**src/hw/rtl/aea_pkg.sv**
```systemverilog
`timescale 1ns / 1ps
// Shared types, register codes and constant log2 / exp2 tables for the auto-exposure adapter.
package aea_pkg;

    localparam int MIDDLE_GREY = 11796;
    localparam int TABLE_BITS  = 8;
    localparam int LOG_SIZE    = 1 << TABLE_BITS;
    localparam int LOG_W       = 9;   // table entries reach 255
    localparam int LG_W        = 14;  // p*256 + entry, p <= 31
    localparam int EXP_SIZE    = 256;
    localparam int CFG_IDX_W   = 3;
    localparam int CFG_DATA_W  = 32;

    // configuration register indexes
    localparam logic [CFG_IDX_W-1:0] CFG_AUTO_ENABLE = 3'd0;
    localparam logic [CFG_IDX_W-1:0] CFG_EV_OFFSET   = 3'd1;
    localparam logic [CFG_IDX_W-1:0] CFG_EV_MIN      = 3'd2;
    localparam logic [CFG_IDX_W-1:0] CFG_EV_MAX      = 3'd3;
    localparam logic [CFG_IDX_W-1:0] CFG_LUMA_MIN    = 3'd4;
    localparam logic [CFG_IDX_W-1:0] CFG_LUMA_MAX    = 3'd5;
    localparam logic [CFG_IDX_W-1:0] CFG_RATE_UP     = 3'd6;
    localparam logic [CFG_IDX_W-1:0] CFG_RATE_DOWN   = 3'd7;

    typedef struct packed {
        logic        kind;
        logic [31:0] luma;
        logic [15:0] dt;
    } in_item_t;

    typedef struct packed {
        logic signed [15:0] total_ev;
        logic [15:0]        mult_fraction;
        logic signed [7:0]  mult_shift;
    } out_item_t;

    typedef struct packed {
        logic               auto_enable;
        logic signed [15:0] ev_offset;
        logic signed [15:0] ev_min;
        logic signed [15:0] ev_max;
        logic [31:0]        luma_min;
        logic [31:0]        luma_max;
        logic [15:0]        rate_up;
        logic [15:0]        rate_down;
    } cfg_t;

    localparam cfg_t CFG_RESET = '{
        auto_enable: 1'b1,
        ev_offset:   16'sd0,
        ev_min:      -16'sd4096,
        ev_max:      16'sd4096,
        luma_min:    32'd66,
        luma_max:    32'd6553600,
        rate_up:     16'd768,
        rate_down:   16'd256
    };

    // controller -> datapath
    typedef struct packed {
        logic load_item;
        logic prep;
        logic eval;
        logic apply;
        logic log_sum;
        logic set_target;
        logic total;
        logic load_out;
    } cmd_t;

    // datapath -> controller
    typedef struct packed {
        logic is_tick;
    } sts_t;

    // log2(1 + i/2^TABLE_BITS) in Q.8 by repeated squaring in Q2.30
    function automatic logic [LOG_W-1:0] log_entry(input int unsigned i);
        logic [63:0] m;
        logic [31:0] frac;
        m    = (64'd1 << 30) + (64'(i) << (30 - TABLE_BITS));
        frac = '0;
        for (int k = 0; k < 16; k++) begin
            m    = (m * m) >> 30;
            frac = frac << 1;
            if (m >= (64'd2 << 30)) begin
                frac = frac | 32'd1;
                m    = m >> 1;
            end
        end
        return LOG_W'((frac + 32'd128) >> 8);
    endfunction

    typedef logic [LOG_SIZE-1:0][LOG_W-1:0] log_table_t;

    function automatic log_table_t build_log_table();
        log_table_t t;
        for (int i = 0; i < LOG_SIZE; i++) begin
            t[i] = log_entry(i);
        end
        return t;
    endfunction

    localparam log_table_t LOG_TABLE = build_log_table();

    function automatic logic [LG_W-1:0] log2_const(input logic [31:0] v);
        int unsigned p;
        logic [31:0] norm;
        p = 0;
        for (int i = 0; i < 32; i++) begin
            if (v[i]) p = i;
        end
        norm = v << (31 - p);
        return LG_W'(p * 256) + LG_W'(LOG_TABLE[norm[30 -: TABLE_BITS]]);
    endfunction

    localparam logic [LG_W-1:0] LOG_GREY = log2_const(32'(MIDDLE_GREY));

    // 2^(1/2^(k+1)) in Q2.30
    function automatic logic [31:0] exp_root(input int k);
        case (k)
            0:       return 32'd1518500250;
            1:       return 32'd1276901417;
            2:       return 32'd1170923762;
            3:       return 32'd1121280436;
            4:       return 32'd1097253708;
            5:       return 32'd1085434106;
            6:       return 32'd1079572136;
            default: return 32'd1076653033;
        endcase
    endfunction

    function automatic logic [15:0] exp_entry(input int unsigned f);
        logic [63:0] acc;
        logic [63:0] r;
        acc = 64'd1 << 30;
        for (int k = 0; k < 8; k++) begin
            if (((f >> (7 - k)) & 1) != 0) begin
                acc = (acc * 64'(exp_root(k)) + (64'd1 << 29)) >> 30;
            end
        end
        r = (acc + (64'd1 << 14)) >> 15;
        return (r > 64'd65535) ? 16'hFFFF : r[15:0];
    endfunction

    typedef logic [EXP_SIZE-1:0][15:0] exp_table_t;

    function automatic exp_table_t build_exp_table();
        exp_table_t t;
        for (int i = 0; i < EXP_SIZE; i++) begin
            t[i] = exp_entry(i);
        end
        return t;
    endfunction

    localparam exp_table_t EXP_TABLE = build_exp_table();

    // lower limit tested first, so with min > max the upper limit wins above it
    function automatic logic signed [15:0] clamp_ev(
        input logic signed [17:0] v,
        input logic signed [15:0] lo,
        input logic signed [15:0] hi
    );
        if (v < 18'(lo)) begin
            return lo;
        end else if (v > 18'(hi)) begin
            return hi;
        end else begin
            return v[15:0];
        end
    endfunction

endpackage

```
**src/hw/rtl/aea_cfg.sv**
```systemverilog
`timescale 1ns / 1ps
// Configuration register file for the auto-exposure adapter.
module aea_cfg (
    input  logic                            clk,
    input  logic                            rst_n,
    input  logic                            cfg_valid,
    output logic                            cfg_ready,
    input  logic [aea_pkg::CFG_IDX_W-1:0]   cfg_index,
    input  logic [aea_pkg::CFG_DATA_W-1:0]  cfg_data,
    output aea_pkg::cfg_t                   cfg,
    output logic                            cfg_clear
);
    import aea_pkg::*;

    cfg_t cfg_reg;

    assign cfg_ready = 1'b1;
    assign cfg       = cfg_reg;
    // disabling wipes both adaptation levels
    assign cfg_clear = cfg_valid && (cfg_index == CFG_AUTO_ENABLE) && !cfg_data[0];

    always_ff @(posedge clk or negedge rst_n)
    begin
        if (!rst_n)
        begin
            cfg_reg <= CFG_RESET;
        end
        else if (cfg_valid)
        begin
            case (cfg_index)
                CFG_AUTO_ENABLE: cfg_reg.auto_enable <= cfg_data[0];
                CFG_EV_OFFSET:   cfg_reg.ev_offset   <= cfg_data[15:0];
                CFG_EV_MIN:      cfg_reg.ev_min      <= cfg_data[15:0];
                CFG_EV_MAX:      cfg_reg.ev_max      <= cfg_data[15:0];
                CFG_LUMA_MIN:    cfg_reg.luma_min    <= cfg_data[31:0];
                CFG_LUMA_MAX:    cfg_reg.luma_max    <= cfg_data[31:0];
                CFG_RATE_UP:     cfg_reg.rate_up     <= cfg_data[15:0];
                CFG_RATE_DOWN:   cfg_reg.rate_down   <= cfg_data[15:0];
                default:         cfg_reg             <= cfg_reg;
            endcase
        end
    end

endmodule

```
**src/hw/rtl/aea_ctrl.sv**
```systemverilog
`timescale 1ns / 1ps
// Sequencing state machine and output valid for the auto-exposure adapter.
module aea_ctrl (
    input  logic          clk,
    input  logic          rst_n,
    input  logic          in_valid,
    output logic          in_stall,
    output logic          out_valid,
    input  logic          out_stall,
    input  aea_pkg::sts_t sts,
    output aea_pkg::cmd_t cmd
);
    import aea_pkg::*;

    localparam logic [2:0] ST_IDLE   = 3'd0;
    localparam logic [2:0] ST_PREP   = 3'd1;
    localparam logic [2:0] ST_EVAL   = 3'd2;
    localparam logic [2:0] ST_APPLY  = 3'd3;
    localparam logic [2:0] ST_LOGSUM = 3'd4;
    localparam logic [2:0] ST_TARGET = 3'd5;
    localparam logic [2:0] ST_TOTAL  = 3'd6;
    localparam logic [2:0] ST_OUT    = 3'd7;

    logic [2:0] state_reg;
    logic [2:0] state_next;
    logic       out_valid_reg;
    logic       out_valid_next;
    logic       out_free;

    assign in_stall  = (state_reg != ST_IDLE);
    assign out_valid = out_valid_reg;
    assign out_free  = !out_valid_reg || !out_stall;

    always_comb
    begin
        state_next = state_reg;
        cmd        = '0;
        case (state_reg)
            ST_IDLE:
            begin
                if (in_valid)
                begin
                    cmd.load_item = 1'b1;
                    state_next    = ST_PREP;
                end
            end
            ST_PREP:
            begin
                cmd.prep   = 1'b1;
                state_next = ST_EVAL;
            end
            ST_EVAL:
            begin
                cmd.eval   = 1'b1;
                state_next = ST_APPLY;
            end
            ST_APPLY:
            begin
                cmd.apply  = 1'b1;
                state_next = sts.is_tick ? ST_TOTAL : ST_LOGSUM;
            end
            ST_LOGSUM:
            begin
                cmd.log_sum = 1'b1;
                state_next  = ST_TARGET;
            end
            ST_TARGET:
            begin
                cmd.set_target = 1'b1;
                state_next     = ST_TOTAL;
            end
            ST_TOTAL:
            begin
                cmd.total  = 1'b1;
                state_next = ST_OUT;
            end
            ST_OUT:
            begin
                if (out_free)
                begin
                    cmd.load_out = 1'b1;
                    state_next   = ST_IDLE;
                end
            end
            default:
            begin
                state_next = ST_IDLE;
            end
        endcase
    end

    always_comb
    begin
        if (cmd.load_out)
        begin
            out_valid_next = 1'b1;
        end
        else if (!out_stall)
        begin
            out_valid_next = 1'b0;
        end
        else
        begin
            out_valid_next = out_valid_reg;
        end
    end

    always_ff @(posedge clk or negedge rst_n)
    begin
        if (!rst_n)
        begin
            state_reg     <= ST_IDLE;
            out_valid_reg <= 1'b0;
        end
        else
        begin
            state_reg     <= state_next;
            out_valid_reg <= out_valid_next;
        end
    end

endmodule

```
**src/hw/rtl/aea_dp.sv**
```systemverilog
`timescale 1ns / 1ps
// Datapath: luma clamp, log2, target and adapted levels, total EV and exp2 split.
module aea_dp (
    input  logic               clk,
    input  logic               rst_n,
    input  aea_pkg::cfg_t      cfg,
    input  logic               cfg_clear,
    input  aea_pkg::cmd_t      cmd,
    output aea_pkg::sts_t      sts,
    input  aea_pkg::in_item_t  in_item,
    output aea_pkg::out_item_t out_item
);
    import aea_pkg::*;

    in_item_t                item_reg;
    logic [31:0]             luma_reg;
    logic signed [16:0]      diff_reg;
    logic [31:0]             step_reg;
    logic [4:0]              lod_reg;
    logic signed [17:0]      lvl_reg;
    logic                    hold_reg;
    logic [TABLE_BITS-1:0]   idx_reg;
    logic [LG_W-1:0]         lg_reg;
    logic signed [15:0]      target_reg;
    logic signed [15:0]      adapted_reg;
    logic signed [15:0]      total_reg;
    out_item_t               out_reg;

    logic [31:0]             luma_c;
    logic signed [16:0]      diff_c;
    logic                    rise_c;
    logic [15:0]             rate_c;
    logic [31:0]             step_c;
    logic                    zero_e;
    logic                    rise_e;
    logic [16:0]             mag_e;
    logic [31:0]             thr_e;
    logic                    snap_e;
    logic signed [17:0]      slew_e;
    logic signed [17:0]      adapted_ext;
    logic signed [17:0]      lvl_c;
    logic [4:0]              lod_c;
    logic [31:0]             norm_c;
    logic [LG_W-1:0]         lg_c;
    logic signed [15:0]      tgt_raw;
    logic signed [15:0]      adapted_c;
    logic signed [17:0]      sum_c;

    assign sts.is_tick = item_reg.kind;
    assign out_item    = out_reg;

    // measure: luma clamp, lower limit first
    always_comb
    begin
        if (item_reg.luma < cfg.luma_min)
        begin
            luma_c = cfg.luma_min;
        end
        else if (item_reg.luma > cfg.luma_max)
        begin
            luma_c = cfg.luma_max;
        end
        else
        begin
            luma_c = item_reg.luma;
        end
    end

    // tick: difference and rate*dt (Q.20)
    assign diff_c = 17'(target_reg) - 17'(adapted_reg);
    assign rise_c = !diff_c[16] && (diff_c != '0);
    assign rate_c = rise_c ? cfg.rate_up : cfg.rate_down;
    assign step_c = 32'(rate_c) * 32'(item_reg.dt);

    // tick: snap test and slew
    assign zero_e      = (diff_reg == '0);
    assign rise_e      = !diff_reg[16] && !zero_e;
    assign mag_e       = diff_reg[16] ? 17'(-diff_reg) : 17'(diff_reg);
    assign thr_e       = {3'b000, mag_e, 12'h000};
    assign snap_e      = zero_e || (step_reg >= thr_e);
    // below the snap point the step is under |diff|, so 16 bits suffice
    assign slew_e      = $signed({2'b00, step_reg[27:12]});
    assign adapted_ext = 18'(adapted_reg);
    assign lvl_c       = snap_e ? 18'(target_reg)
                       : (rise_e ? adapted_ext + slew_e : adapted_ext - slew_e);

    // leading-one position; zero reads as position 0
    always_comb
    begin
        lod_c = '0;
        for (int i = 0; i < 32; i++)
        begin
            if (luma_reg[i]) lod_c = 5'(i);
        end
    end

    assign norm_c = luma_reg << (5'd31 - lod_reg);
    assign lg_c   = LG_W'({lod_reg, 8'h00}) + LG_W'(LOG_TABLE[idx_reg]);
    assign tgt_raw = $signed(16'(LOG_GREY)) - $signed(16'(lg_reg));

    always_comb
    begin
        if (!cfg.auto_enable)
        begin
            adapted_c = '0;
        end
        else if (hold_reg)
        begin
            adapted_c = lvl_reg[15:0];  // already equal to target
        end
        else
        begin
            adapted_c = clamp_ev(lvl_reg, cfg.ev_min, cfg.ev_max);
        end
    end

    assign sum_c = 18'(cfg.ev_offset) + (cfg.auto_enable ? 18'(adapted_reg) : 18'sd0);

    // adaptation state
    always_ff @(posedge clk or negedge rst_n)
    begin
        if (!rst_n)
        begin
            target_reg  <= '0;
            adapted_reg <= '0;
        end
        else if (cfg_clear)
        begin
            target_reg  <= '0;
            adapted_reg <= '0;
        end
        else
        begin
            if (cmd.set_target)
            begin
                target_reg <= cfg.auto_enable
                            ? clamp_ev(18'(tgt_raw), cfg.ev_min, cfg.ev_max) : 16'sd0;
            end
            if (cmd.apply && item_reg.kind)
            begin
                adapted_reg <= adapted_c;
            end
        end
    end

    // working registers
    always_ff @(posedge clk)
    begin
        if (cmd.load_item)
        begin
            item_reg <= in_item;
        end
        if (cmd.prep)
        begin
            luma_reg <= luma_c;
            diff_reg <= diff_c;
            step_reg <= step_c;
        end
        if (cmd.eval)
        begin
            lod_reg  <= lod_c;
            lvl_reg  <= lvl_c;
            hold_reg <= zero_e;
        end
        if (cmd.apply)
        begin
            idx_reg <= norm_c[30 -: TABLE_BITS];
        end
        if (cmd.log_sum)
        begin
            lg_reg <= lg_c;
        end
        if (cmd.total)
        begin
            total_reg <= clamp_ev(sum_c, cfg.ev_min, cfg.ev_max);
        end
        if (cmd.load_out)
        begin
            out_reg.total_ev      <= total_reg;
            out_reg.mult_fraction <= EXP_TABLE[total_reg[7:0]];
            out_reg.mult_shift    <= total_reg[15:8];
        end
    end

endmodule

```
**src/hw/rtl/auto_exposure_adapter.sv**
```systemverilog
`timescale 1ns / 1ps
// Top level of the auto-exposure adapter: config registers, controller and datapath.
//
//  channel   signals                              direction
//  -------   ----------------------------------   -------------------------
//  in        in_valid, in_stall, in_item          item in, stall out
//  out       out_valid, out_stall, out_item       item out, stall in
//  cfg       cfg_valid, cfg_ready, cfg_index,     write in, ready always high
//            cfg_data
//
// One item is in flight at a time. A measure item passes through prep, eval,
// apply, log-sum, target, total and out states before its result is valid; a
// tick item skips log-sum and target. The length is set by the log path:
// leading-one detect, normalizing shift, table add and target clamp each take
// one stage. Reset (rst_n, async) loads the register defaults and zeroes both
// EV levels. The result sits in an output register, so a stalled result does not
// hold off the next input item; only the final stage waits for a free register.
module auto_exposure_adapter (
    input  logic                           clk,
    input  logic                           rst_n,
    input  logic                           in_valid,
    output logic                           in_stall,
    input  aea_pkg::in_item_t              in_item,
    output logic                           out_valid,
    input  logic                           out_stall,
    output aea_pkg::out_item_t             out_item,
    input  logic                           cfg_valid,
    output logic                           cfg_ready,
    input  logic [aea_pkg::CFG_IDX_W-1:0]  cfg_index,
    input  logic [aea_pkg::CFG_DATA_W-1:0] cfg_data
);
    import aea_pkg::*;

    cfg_t cfg;
    logic cfg_clear;
    cmd_t cmd;
    sts_t sts;

    // register file; a write of 0 to auto_enable also clears the levels
    aea_cfg u_cfg (
        .clk       (clk),
        .rst_n     (rst_n),
        .cfg_valid (cfg_valid),
        .cfg_ready (cfg_ready),
        .cfg_index (cfg_index),
        .cfg_data  (cfg_data),
        .cfg       (cfg),
        .cfg_clear (cfg_clear)
    );

    // sequencer: walks the item through the datapath stages
    aea_ctrl u_ctrl (
        .clk       (clk),
        .rst_n     (rst_n),
        .in_valid  (in_valid),
        .in_stall  (in_stall),
        .out_valid (out_valid),
        .out_stall (out_stall),
        .sts       (sts),
        .cmd       (cmd)
    );

    // arithmetic and the two EV levels
    aea_dp u_dp (
        .clk       (clk),
        .rst_n     (rst_n),
        .cfg       (cfg),
        .cfg_clear (cfg_clear),
        .cmd       (cmd),
        .sts       (sts),
        .in_item   (in_item),
        .out_item  (out_item)
    );

    // an accepted item keeps the input side busy while it is worked on
    a_busy_after_accept: assert property (
        @(posedge clk) disable iff (!rst_n)
        (in_valid && !in_stall) |=> in_stall
    ) else $error("input not stalled after accepting an item");

    // a new result only comes from an item that was in flight
    a_result_from_item: assert property (
        @(posedge clk) disable iff (!rst_n)
        $rose(out_valid) |-> $past(in_stall)
    ) else $error("result appeared with no item in flight");

    // 2^frac always lies in [1, 2) in Q1.15
    a_fraction_range: assert property (
        @(posedge clk) disable iff (!rst_n)
        out_valid |-> out_item.mult_fraction[15]
    ) else $error("mult_fraction below one");

endmodule
```
**config.mk**
```make
export PLATFORM = sky130hd
export DESIGN_NAME = auto_exposure_adapter
export DESIGN_NICKNAME = d
export VERILOG_FILES = /design/src/hw/rtl/aea_pkg.sv /design/src/hw/rtl/aea_cfg.sv /design/src/hw/rtl/aea_ctrl.sv /design/src/hw/rtl/aea_dp.sv /design/src/hw/rtl/auto_exposure_adapter.sv
export SDC_FILE = /design/constraint.sdc
export NUM_CORES = 2
export LEC_CHECK = 0
export BUFFER_PORTS_ARGS = -buffer_cell sky130_fd_sc_hd__clkbuf_2
export CORE_MARGIN = 2
export CORE_UTILIZATION = 59
export DETAILED_ROUTE_END_ITERATION = 7
export GPL_ROUTABILITY_DRIVEN = 1
export HOLD_SLACK_MARGIN = 0.06
export PLACE_DENSITY = 0.86
export RECOVER_POWER = 100
export SETUP_SLACK_MARGIN = 0.5
export SYNTH_ARGS = -nofsm -noshare
export SYNTH_HDL_FRONTEND = slang
export SYNTH_SLANG_ARGS = --single-unit
```
**constraint.sdc**
```tcl
create_clock -name clk -period 11.6 [get_ports clk]
set_clock_uncertainty 0.15 [all_clocks]
set_input_delay 1.74 -clock clk [delete_from_list [all_inputs] [get_ports clk]]
set_output_delay 1.74 -clock clk [all_outputs]
set_load 0.01 [all_outputs]
```
* Yosys cells after proc, flatten, opt, wreduce, memory -nomap -nowiden
Memories as Yosys holds them, arrays and structs flattened. A register that Yosys moved wholly into a read port is not among the register bits.
Cells that the tools add are included.
** Storage, ports and cells
- Flip-flop bits (word level) :: 397
- Bits in read-only memories :: 6400
- Bits of input ports :: 89
- Output and inout port bits :: 43
- Logic and storage cells :: 170
- Memories kept :: 2
** Memory list
- (no name shown) :: depth 256, width 16, rd ports 1, clocked after Yosys merged registers in 1, wr ports 0, line aea_dp.sv:180 : out_reg.mult_fraction <= EXP_TABLE[total_reg[7:0]];
- (no name shown) :: depth 256, width 9, rd ports 1, clocked after Yosys merged registers in 1, wr ports 0, line aea_dp.sv:98 : assign lg_c = LG_W'({lod_reg, 8'h00}) + LG_W'(LOG_TABLE[idx_reg]);
** Cells by class
- Add/sub/neg operators :: 8
- Multiply operators :: 1
- Magnitude comparators :: 10
- Eq/ne operators :: 17
- Shifts and indexed selects :: 1
- Muxes and demuxes :: 68
- Reductions and logical operators :: 33
** Operators with widths (count)
- $mux W16 :: 14
- $mux W32 :: 2
- $mux W4 :: 16
- $mux W18 :: 3
- $gt A18 B16 Y1 :: 2
- $lt A18 B16 Y1 :: 2
- $ge A32 B29 Y1 :: 1
- $gt A32 B32 Y1 :: 1
- $lt A32 B32 Y1 :: 1
- $mul A16 B16 Y32 :: 1
- $shl A32 B5 Y31 :: 1
- $mux W3 :: 10
- $eq A3 B3 Y1 const B :: 8
- $pmux W3 S8 :: 1
- $add A16 B17 Y18 :: 1
- $add A16 B18 Y18 :: 1
- $reduce_and A2 Y1 :: 9
- $sub A16 B17 Y18 :: 1
- $logic_not A17 Y1 :: 1
- $mux W17 :: 1
- $neg A17 Y17 :: 1
- $reduce_bool A17 Y1 :: 1
- $sub A16 B16 Y17 :: 1
- $gt A15 B16 Y1 :: 1
- other kinds (23) :: 57

* Depth between registers and ports, before layout
- Word-level depth :: 30
- Gate-level depth with buffers :: 40
- Depth with buffers taken out :: 38

* Modules after synthesis
From an unflattened synthesis, not the netlist that was laid out.
** Second synthesis, totals
- Cell total of the unflattened synthesis :: 5496
- Area total of the unflattened synthesis :: 47784.6 um^2
** Modules (own cells, without submodules)
- aea_dp :: times used 1, cells each 5143, area an instance 41735.0 um^2, seq. area each 7627.3 um^2
- aea_cfg :: times used 1, cells each 319, area an instance 5776.8 um^2, seq. area each 3646.0 um^2
- aea_ctrl :: times used 1, cells each 34, area an instance 272.8 um^2, seq. area each 100.1 um^2

* Worst setup path before layout
Ideal clock, no wire load.
- Path kind :: register -> register
- Start :: register u_dp.adapted_reg[0]
- End :: register u_dp.step_reg[31] (data pin)
- Library setup time :: 259 ps
- Data arrival time :: 9294 ps
- Data required time :: 11191 ps
- Slack :: 1896 ps
- Stages on the path, launching flop included :: 37
- Path buffers :: 2
- Period minus slack after synthesis :: 9704 ps
- Path through :: dfrtp_1 > ha_1 > fa_1 > nor2b_2 > o21ai_2 > a21boi_2 > nor2_1 > or4_1 > or4_1 > or4_4 > o41ai_4 > buf_6 > mux2_4 > buf_6 > and2_1 > fa_1 > inv_1 > fa_1 > inv_1 > fa_1 > fa_1 > fa_1 > inv_1 > fa_1 > inv_1 > ha_1 > a21o_1 > a21oi_1 > o221ai_1 > nor2_1 > o21ai_0 > o21a_1 > a22o_1 > o21ai_0 > o21ai_0 > a21oi_1 > xnor2_1
** Between the ends
- Longest elaborated chain between the ends :: 5
- Elaborated cells between the ends (all ways) :: 6
- Classes of those cells :: 1 x add/sub; 1 x mul; 1 x mux; 3 x reduce/logical
** RTL lines
- start, declared :: line aea_dp.sv:25 : logic signed [15:0] adapted_reg;
- start signal, assigned :: line aea_dp.sv:141 : adapted_reg <= adapted_c;
- $sub A16 B16 Y17 :: line aea_dp.sv:70 : assign diff_c = 17'(target_reg) - 17'(adapted_reg);
- net u_dp.diff_c[4] :: line aea_dp.sv:30 : logic signed [16:0] diff_c;
- $reduce_bool A17 Y1 :: line aea_dp.sv:71 : assign rise_c = !diff_c[16] && (diff_c != '0);
- $logic_and A1 B1 Y1 :: line aea_dp.sv:71
- $mux W16 :: line aea_dp.sv:72 : assign rate_c = rise_c ? cfg.rate_up : cfg.rate_down;
- $mul A16 B16 Y32 :: line aea_dp.sv:73 : assign step_c = 32'(rate_c) * 32'(item_reg.dt);
- net u_dp.step_c[31] :: line aea_dp.sv:33 : logic [31:0] step_c;
- end signal, assigned :: line aea_dp.sv:157 : step_reg <= step_c;
- end, declared :: line aea_dp.sv:18 : logic [31:0] step_reg;
The timed path passes the listed nets, and every way through them passes these cells.
A chain may end at the register's enable or synchronous reset.

* Final worst setup path
Ends and elaborated chain as after synthesis.

==> summary.txt <==
Status: complete, but fails checks
Failing checks: capacitance limit, slew limit
Relative slew margins: -2.98
Antenna diodes: 0
Cell mode on critical path: fa_1
RSZ-0062 raised after global routing: no
Initial antenna violation count: 1
Share of layout cells above drive strength 1: 0.101
Min-delay src: u_dp.lg_c[0]$_DFF_P_
Library cells used by synthesis: 88
Port Buffers: 129
CTS buffer count: 46
Detailed-route wire length: 115,000 um
Buf/Inv on CP: 6
Final hold viol count: 0
IO Count: 132
DP HPWL: 83,700 um
Worst Tran Pin Value: 5.97 ns
Slowest Stage Delay on Critical Path: 0.54 ns
DRT Pass-1 Iters: 8
FF-to-FF Start: u_dp.adapted_reg[0]$_DFFE_PN0P_
Max Buffers Root-to-Sink: 3
Synth area leaders: edfxtp_1 (17%), ha_1 (12%), dfrtp_1 (11%), fa_1 (10%), inv_1 (4.1%)
Die footprint: 68,100 um^2
Area Overhead vs Synth: 6.83%
Initial Util: 0.594
Vias in the first global route: 32,600
Critical Path Start Type: register
Largest area contributor in the synthesized netlist: edfxtp_1
Worst-skew pair later-pin latency: 0.61 ns
DRT iter0 DRCs: 4,080
WP data arrival: 10.86 ns
# fillers: 5,083
Die Ht: 261 um
Most frequent cells after synthesis: inv_1 (427), nand2_1 (411), ha_1 (367), o21ai_0 (296), a21oi_1 (244)
Nets: 4,862
Num Clock Sinks: 411
Core box area: 65,500 um^2
Num rows: 94
Post_cts resized: 0
Kind of critical path: reg -> reg
Slowest CP cell: fa_1
Ys flop type: edfxtp_1
DRC violations left: 0
Final setup violation count: 0
Clock Pin Slew Worst Setup and Hold Paths: 0.06 ns
Vias: 33,600
Global route overflow: 0
WL/cell: 22.6 um
Period utilisation layout: 0.919
Worst Setup SP: u_dp.adapted_reg[0]$_DFFE_PN0P_
Max Cap Violations: 19
Max reg flops: 145
Post-synth top area share: 0.171
DR vias/cell: 6.57
FF+latch count, synth: 411
First-pass GRT wire length: 182,000 um
Mapped Cells: 4,202
Largest net degree at the start of global routing: 99
Ys Warns: 0
Largest fanout on the critical path: 16
H-Tree Depth: 2
Hold Crit Class: reg -> reg
GR Util All Layers: 0.338
Minimum clock period: 10.66 ns
Achievable frequency: 93.8 MHz
CTS tree: built
Routed Antenna Nets: 0
CP endpoint kind: register
TNS Setup: 0 ns
Crit-path leading delay family: adder cells
Slew Limit Fails: 990
Mapped cell area: 38,900 um^2
Asr flop ratio synth: 0.440
CP required: 11.80 ns
Placer Congestion: 1.02
Root Buffer: clkbuf_16
Die width: 261 um
Most numerous cell in the Yosys netlist: inv_1
Register area share after synthesis: 0.292
Syn_area_per_cell: 9.27 um^2
Post-synth EDFFs: 222
[worst register-to-register path, delay by kind of cell (launching register included)]
| family | cells | cell delay, ns |
|---|---|---|
| fa+ha+maj | 9 | 3.94 |
| xor+xnor | 1 | 0.09 |
| mux | 1 | 0.41 |
| compound gates | 12 | 2.70 |
| buf+inv | 6 | 0.65 |
| simple gates | 7 | 2.05 |
| flops | 1 | 0.42 |
[cells in the final DEF, fill, tap and decap left out, types with 23 or more instances in the layout]
master,instances
inv_1,428
nor2_1,232
o21ai_0,299
a31oi_1,39
ha_1,367
nand3_1,59
a22oi_1,28
nand2b_1,50
mux2i_1,92
xor2_1,36
dfrtp_1,167
buf_4,31
mux4_2,37
clkbuf_2,81
nor3_1,83
a21o_1,50
o31ai_1,26
nand2_1,411
and2_1,105
o21a_1,30
o22ai_1,23
fa_1,197
edfxtp_1,222
a211oi_1,41
o211ai_1,35
nor2b_1,78
xnor2_1,70
nand4_1,39
a21oi_1,242
clkbuf_16,48
mux2_2,138
clkbuf_1,89
[layout make-up]
cell class              instances  area [um^2]  share of cell area
clock inverters                15          173             0.00415
well taps                     864         1080              0.0260
repair buffers                187          920              0.0221
multi-input cells            3132        25100               0.602
inverters                     431         1620              0.0389
flip-flops and latches        411        11400               0.273
clock buffers                  71         1380              0.0331
[metrics by stage]
stage / util / instance area [um^2] / hold slack [ns] / std cells / setup slack, ns
after CTS: 0.638 / 41800 / 0.255 / 5109 / 0.775
final: 0.635 / 41600 / 0.256 / 5111 / 0.941
after floorplan: - / 38900 / 0.236 / 4203 / 1.90
after detailed placement: 0.615 / 40300 / 0.241 / 5023 / 0.838
after global routing: 0.635 / 41600 / 0.259 / 5111 / 0.436
after global placement: 0.615 / 40300 / 0.239 / 5023 / 1.14
[repair_timing]
item,CTS,global route
setup buffers,0,2
hold buffers,0,0
endpoints found under the setup margin,0,2
[worst paths after layout]
check,endpoint,slack [ns],cells past startpoint
setup / recovery,u_dp.step_reg[31]$_DFFE_PP_,0.94,36
hold / removal,u_dp.lg_reg[0]$_DFFE_PP_,0.26,0
setup reg to reg,u_dp.step_reg[31]$_DFFE_PP_,0.94,36
hold reg to reg,u_dp.lg_reg[0]$_DFFE_PP_,0.26,0
max in group asynchronous,u_dp.adapted_reg[6]$_DFFE_PN0P_,3.79,2
min in group asynchronous,u_dp.adapted_reg[13]$_DFFE_PN0P_,3.21,1
[metal layers]
| layer | global-route usage | part of all wire | vias to the layer above |
|---|---|---|---|
| met1 | 0.448 | 0.38 | 16100 |
| li1 | - | - | 14900 |
| met2 | 0.535 | 0.45 | 2163 |
| met3 | 0.0628 | 0.11 | 429 |
| met5 | 0 | 0 | - |
| met4 | 0.169 | 0.057 | 0 |
[cell families after synthesis]
kind of cell / share of synthesized area
XOR/XNOR: 0.0238
other: 0.0000963
adder cells (fa/ha/maj): 0.219
buffers and inverters: 0.0668
AND/OR/NAND/NOR: 0.147
flip-flops: 0.292
multiplexers: 0.0907
AO/OA/AOI/OAI: 0.160
Power is left out: the tool's default activity adds up to more than one toggle a clock period on the data nets, which glitch-free logic cannot reach.
